File: src/rtl/tsa_pkg.sv
// Shared types and constants for the Taylor series arithmetic block.
// No dependencies.
`default_nettype none
package tsa_pkg;
   localparam int unsigned COEF_W  = 32;
   localparam int unsigned INDEX_W = 5;

   typedef enum logic [2:0] {
      OP_ADD  = 3'd0,
      OP_SUB  = 3'd1,
      OP_MUL  = 3'd2,
      OP_DIV  = 3'd3,
      OP_SCL  = 3'd4,
      OP_ADDS = 3'd5,
      OP_BAD6 = 3'd6,
      OP_BAD7 = 3'd7
   } op_type;

   typedef enum logic [1:0] {
      ST_OK  = 2'd0,
      ST_SAT = 2'd1,
      ST_DIVZ = 2'd2,
      ST_RSVD = 2'd3
   } status_type;

   typedef enum logic [2:0] {
      S_IDLE, S_LOAD, S_MAC, S_DIV, S_FINISH, S_OUT
   } state_type;

   // channel payloads
   typedef struct packed {
      op_type             action;
      logic signed [31:0] u_coef;
      logic signed [31:0] v_coef;
      logic signed [31:0] scalar;
   } req_type;

   typedef struct packed {
      logic signed [31:0]  r_coef;
      logic [INDEX_W-1:0]  term_index;
      logic                last;
      logic [1:0]          status;
   } rsp_type;

   typedef struct packed {
      logic [INDEX_W-1:0] degree;
   } csr_type;

   // controller to datapath
   typedef struct packed {
      logic load;      // take item, write stores
      logic mac_start; // load accumulator (zero, or u for divide), k = 0
      logic mac_step;  // one product term
      logic div_start;
      logic div_step;
      logic finish;    // form result word
   } cmd_type;

   // datapath to controller
   typedef struct packed {
      logic mac_done;
      logic div_done;
      logic need_mac;
      logic need_div;
   } stat_type;

   localparam logic signed [63:0] QMAX = 64'sd2147483647;
   localparam logic signed [63:0] QMIN = -64'sd2147483648;
endpackage
`default_nettype wire

File: src/rtl/tsa_ctrl.sv
// Controller state machine: sequences load, accumulate, divide and output.
// Depends on tsa_pkg.
`default_nettype none
module tsa_ctrl (
   input  wire logic              clock,
   input  wire logic              reset,
   input  wire logic              in_valid,
   output logic                   in_ready,
   output logic                   out_valid,
   input  wire logic              out_ready,
   input  wire tsa_pkg::stat_type stat,
   output tsa_pkg::cmd_type       cmd
);
   import tsa_pkg::*;
   state_type state_ff, state_in;

   always_ff @(posedge clock) begin
      if (reset) state_ff <= S_IDLE;
      else state_ff <= state_in;
   end

   always_comb begin
      state_in  = state_ff;
      cmd       = '0;
      in_ready  = 1'b0;
      out_valid = 1'b0;
      unique case (state_ff)
         S_IDLE: begin
            in_ready = 1'b1;
            if (in_valid) begin
               cmd.load = 1'b1;
               state_in = S_LOAD;
            end
         end
         S_LOAD: begin
            // always pass through S_MAC so the divider sees the settled accumulator
            cmd.mac_start = 1'b1;
            state_in = S_MAC;
         end
         S_MAC: begin
            if (stat.mac_done) begin
               if (stat.need_div) begin
                  cmd.div_start = 1'b1;
                  state_in = S_DIV;
               end else state_in = S_FINISH;
            end else cmd.mac_step = 1'b1;
         end
         S_DIV: begin
            if (stat.div_done) state_in = S_FINISH;
            else cmd.div_step = 1'b1;
         end
         S_FINISH: begin
            cmd.finish = 1'b1;
            state_in = S_OUT;
         end
         S_OUT: begin
            out_valid = 1'b1;
            if (out_ready) state_in = S_IDLE;
         end
         default: state_in = S_IDLE;
      endcase
   end
endmodule
`default_nettype wire

File: config.mk
export PLATFORM = sky130hd
export DESIGN_NAME = tsa_ctrl
export DESIGN_NICKNAME = d
export VERILOG_FILES = /design/src/rtl/tsa_pkg.sv /design/src/rtl/tsa_ctrl.sv
export SDC_FILE = /design/constraint.sdc
export NUM_CORES = 1
export LEC_CHECK = 0
export ABC_AREA = 1
export BUFFER_PORTS_ARGS = -buffer_cell sky130_fd_sc_hd__clkbuf_2
export CORE_AREA = 2 2 39 41
export DETAILED_ROUTE_END_ITERATION = 6
export DIE_AREA = 0 0 41 43
export PLACE_DENSITY_LB_ADDON = 0.05
export SLEW_MARGIN = 20
export SYNTH_ARGS = -nofsm -noshare
export SYNTH_HDL_FRONTEND = slang
export SYNTH_SLANG_ARGS = --single-unit
File: constraint.sdc
create_clock -name clock -period 1.4 [get_ports clock]
set_input_delay 0.07 -clock clock [delete_from_list [all_inputs] [get_ports clock]]
set_output_delay 0.07 -clock clock [all_outputs]
set_load 0.05 [all_outputs]
Yosys cells after proc, flatten, opt, wreduce, memory -nomap -nowiden

Index checks and enable logic that the tools add are counted.

Eq/ne operators: 9
Multiplexer cells: 18
Reductions and logical operators: 2

Operators with widths:

| operator                                      | number |
|---|---|
| case mux 3 bit (6 select lines)               | 1 |
| two-way mux 3 bit                             | 5 |
| two-way mux 1 bit                             | 11 |
| inequality test 2 bit, second input constant  | 4 |
| == test 3 x 2 -> 1 bit, second input constant | 2 |
| == test 3 bit, second input constant          | 2 |
| AND reduction 4 bit                           | 1 |
| == test 3 x 1 -> 1 bit, second input constant | 1 |
| logical NOT 3 bit                             | 1 |
| two-way mux 2 bit                             | 1 |

Register bits after elaboration: 3
Input port bits: 8
Output and inout port bits: 8

Logic depth before layout (Yosys ltp)

Depth in word-level cells: 3
Depth in mapped cells: 9
Gate-level depth less buffers: 8

Worst setup path before layout

No wires, ideal clock.

Path type: reg-to-output
Start point: register state_ff[0]
End point: output cmd[2] (netlist name)
Arrival: 1,964 ps
Required time: 1,330 ps
Setup slack: -634 ps
Cell stages (with the launch flop): 3
Path buffers: 1
Path through: dfxtp_1 > buf_6 > nor4_1

RTL lines:

| item                     | line           | source |
|---|---|---|
| start: declaration       | tsa_ctrl.sv:15 | `state_type state_ff, state_in;` |
| start signal: assignment | tsa_ctrl.sv:19 | `else state_ff <= state_in;` |
| end: declaration         | tsa_ctrl.sv:12 | `output tsa_pkg::cmd_type cmd` |

==> results.cfg <==
[global_routing]
antenna_found_initial = 0
grt_max_degree = 9
globalRouteOverflowTotal = 0
track_usage_pct = 10.2
first_global_vias = 302
grt_pass1_wl_um = 1170

[floorplanning]
rows = 14
ios = 16
die_area_sq_um = 1760
start_util_pct = 22.4
die_h_um = 43
dieWidth_um = 41
core_sq_um = 1380

[setup_path]
r2r_start = state_ff[2]$_SDFFE_PP0P_
worstSetupPathType = reg -> out
crit-reg2reg-capture = state_ff[0]$_SDFFE_PP0P_
r2r_cells = 7
cp.arrival_ns = 1.24
r2r_slack_ns = 0.29
critPathLaunchType = register
worstPathRequired_ns = 1.33
crit_path_end_kind = output pin
crit_fanout = 5

[sta]
finalHoldViolCount = 0
holdWs_ns = 0.114
post-route-period-util_pct = 93.2
slew_headroom_pct = 82.2
tightest_slew_ns = 0.265
finalSetupViolCount = 0
fin_skew_ns = 0.00166
fin_tns_setup_ns = 0
min_period_ns = 1.31
grt_setup_unrepaired = false
slew_violations = 0
timing.fmax_mhz = 766

[drt]
drc = 0
routed-via-count = 344
ant_nets = 0
wl_per_cell_um = 8.44
first_pass_iters = 2
routed_wl_um = 709
drtIter0Drc = 1
via_per_inst = 4.10

[clock_tree]
clock_latency_ns = 0.23
cts_made_buffers = 3
clockBufferDepth = 2
cts_root_buffer = clkbuf_4
post_cts_buffers = 0
htree_levels = 1
cts_tree = done
clk_pin_slew_ns = 0.03
cts_sinks = 3

[finish]
drive_above_1_share_pct = 52.9
layout.cells.non_filler = 84
largest_reg_flops = 3
reg_top3 = state_ff x3
final_nets = 77
diodes = 0
regMostFlops = state_ff
syn_to_final_growth_pct = 40.3
finalInstanceArea_sq_um = 435

[power_and_ir_drop]
p_leak_nw = 0.237
power_uw = 981
power_density_nw_per_um2 = 2250
irDropWorstVdd_uv = 785

[hold_path]
hold_path_depth = 4
worstHoldPathType = in -> reg
hold_end = state_ff[0]$_SDFFE_PP0P_
min_from = reset

[synth]
synth-seq-area-share_pct = 19.4
synth.most_common_cell = nor2_1
synth-edff-count = 0
ys_warn_count = 0
synth_area_leaders = dfxtp_1 19%, nor2_1 13%, inv_1 9.7%
yosysUniqueCellTypes = 18
syn_area_sq_um = 310
yosys-top-cells-count = 11 x nor2_1, 8 x inv_1, 6 x nand2_1
synth_nets = 59
synth_cells = 51
yosys_most_used_dff = dfxtp_1
ys_seq_elements = 3
synth_top_cell_area_share_pct = 19.4
synthArstFlopShare_pct = 0
synth.largest_area_cell = dfxtp_1
synth_area_per_cell_sq_um = 6.08

[job]
drv_cap = 0

[placement]
gp_congestion = 0.716
dp.cells = 80
place_hpwl_um = 617
dpl_cell_area_sq_um = 403
port_buffers = 14

[outcome]
outcome = finished clean
==> cell usage in the layout (no fill, tap or decap), types with 3 or more instances in the layout <==
master and instances:
clkbuf_2 11, clkbuf_4 5, inv_1 8, inv_2 3, nand2_1 6, nor2_1 10
nor2_2 4
==> metrics by stage <==
stage	utilization, %	worst slack [ns]
after global routing	31.5	0.000341
final	31.5	0.0949
after floorplan	-	-0.0713
after CTS	31.1	0.0487
after global placement	29.1	0.151
after detailed placement	29.1	0.156
==> kinds of logic (layout without fill, tap and decap cells) <==
kind of cell | after synthesis | after routing | share of synthesized area [%]
and+or+nand+nor | 29 | 29 | 47.6
AOI/OAI and AO/OA | 6 | 6 | 14.9
DFF | 3 | 3 | 19.4
buffers and inverters | 13 | 30 | 18.1
==> power by group <==
part / internal, mW / switching [mW] / total (mW)
sequential: 0.121 / 0.0616 / 0.183
combinational: 0.177 / 0.472 / 0.648
clock: 0.107 / 0.0429 / 0.150
total: 0.404 / 0.576 / 0.981
==> worst max path at each step <==
stage	cells past startpoint	start	to
2_1_floorplan	4	state_ff[0]$_SDFFE_PP0P_	state_ff[2]$_SDFFE_PP0P_
3_3_place_gp	5	state_ff[0]$_SDFFE_PP0P_	state_ff[0]$_SDFFE_PP0P_
3_5_place_dp	5	state_ff[0]$_SDFFE_PP0P_	state_ff[0]$_SDFFE_PP0P_
4_1_cts	4	state_ff[2]$_SDFFE_PP0P_	cmd[3]
5_1_grt	4	state_ff[2]$_SDFFE_PP0P_	cmd[3]
6_report	4	state_ff[2]$_SDFFE_PP0P_	cmd[3]
==> worst max-delay path, stage by stage (launching register included) <==
cell and delay, ns:
dfxtp_1 0.34, inv_2 0.12, nand2_2 0.10, nor2_2 0.16
buf_2 0.28
==> final cells by class <==
type	instances	area, sq um
multi-input combinational	35	208
clock buffer	4	26.3
sequential	3	61.3
timing repair buffer	14	75.1
fill	159	948
tap	16	20.0
inverter	12	45.0
==> what timing repair did <==
action | 4_1_cts | 5_1_grt
hold endpoints to repair | 0 | 0
endpoints found under the setup margin | 1 | 3
cloned | 0 | 0
hold buffers | 0 | 0
gates resized for setup | 1 | 5
==> metal layers <==
layer | wire length, um | GRT usage (%)
met5 | 0 | 0
met3 | 40 | 3.14
met4 | 0 | 8.00
met2 | 381 | 14.7
met1 | 286 | 11.7
(Power assumes the default switching activity.)
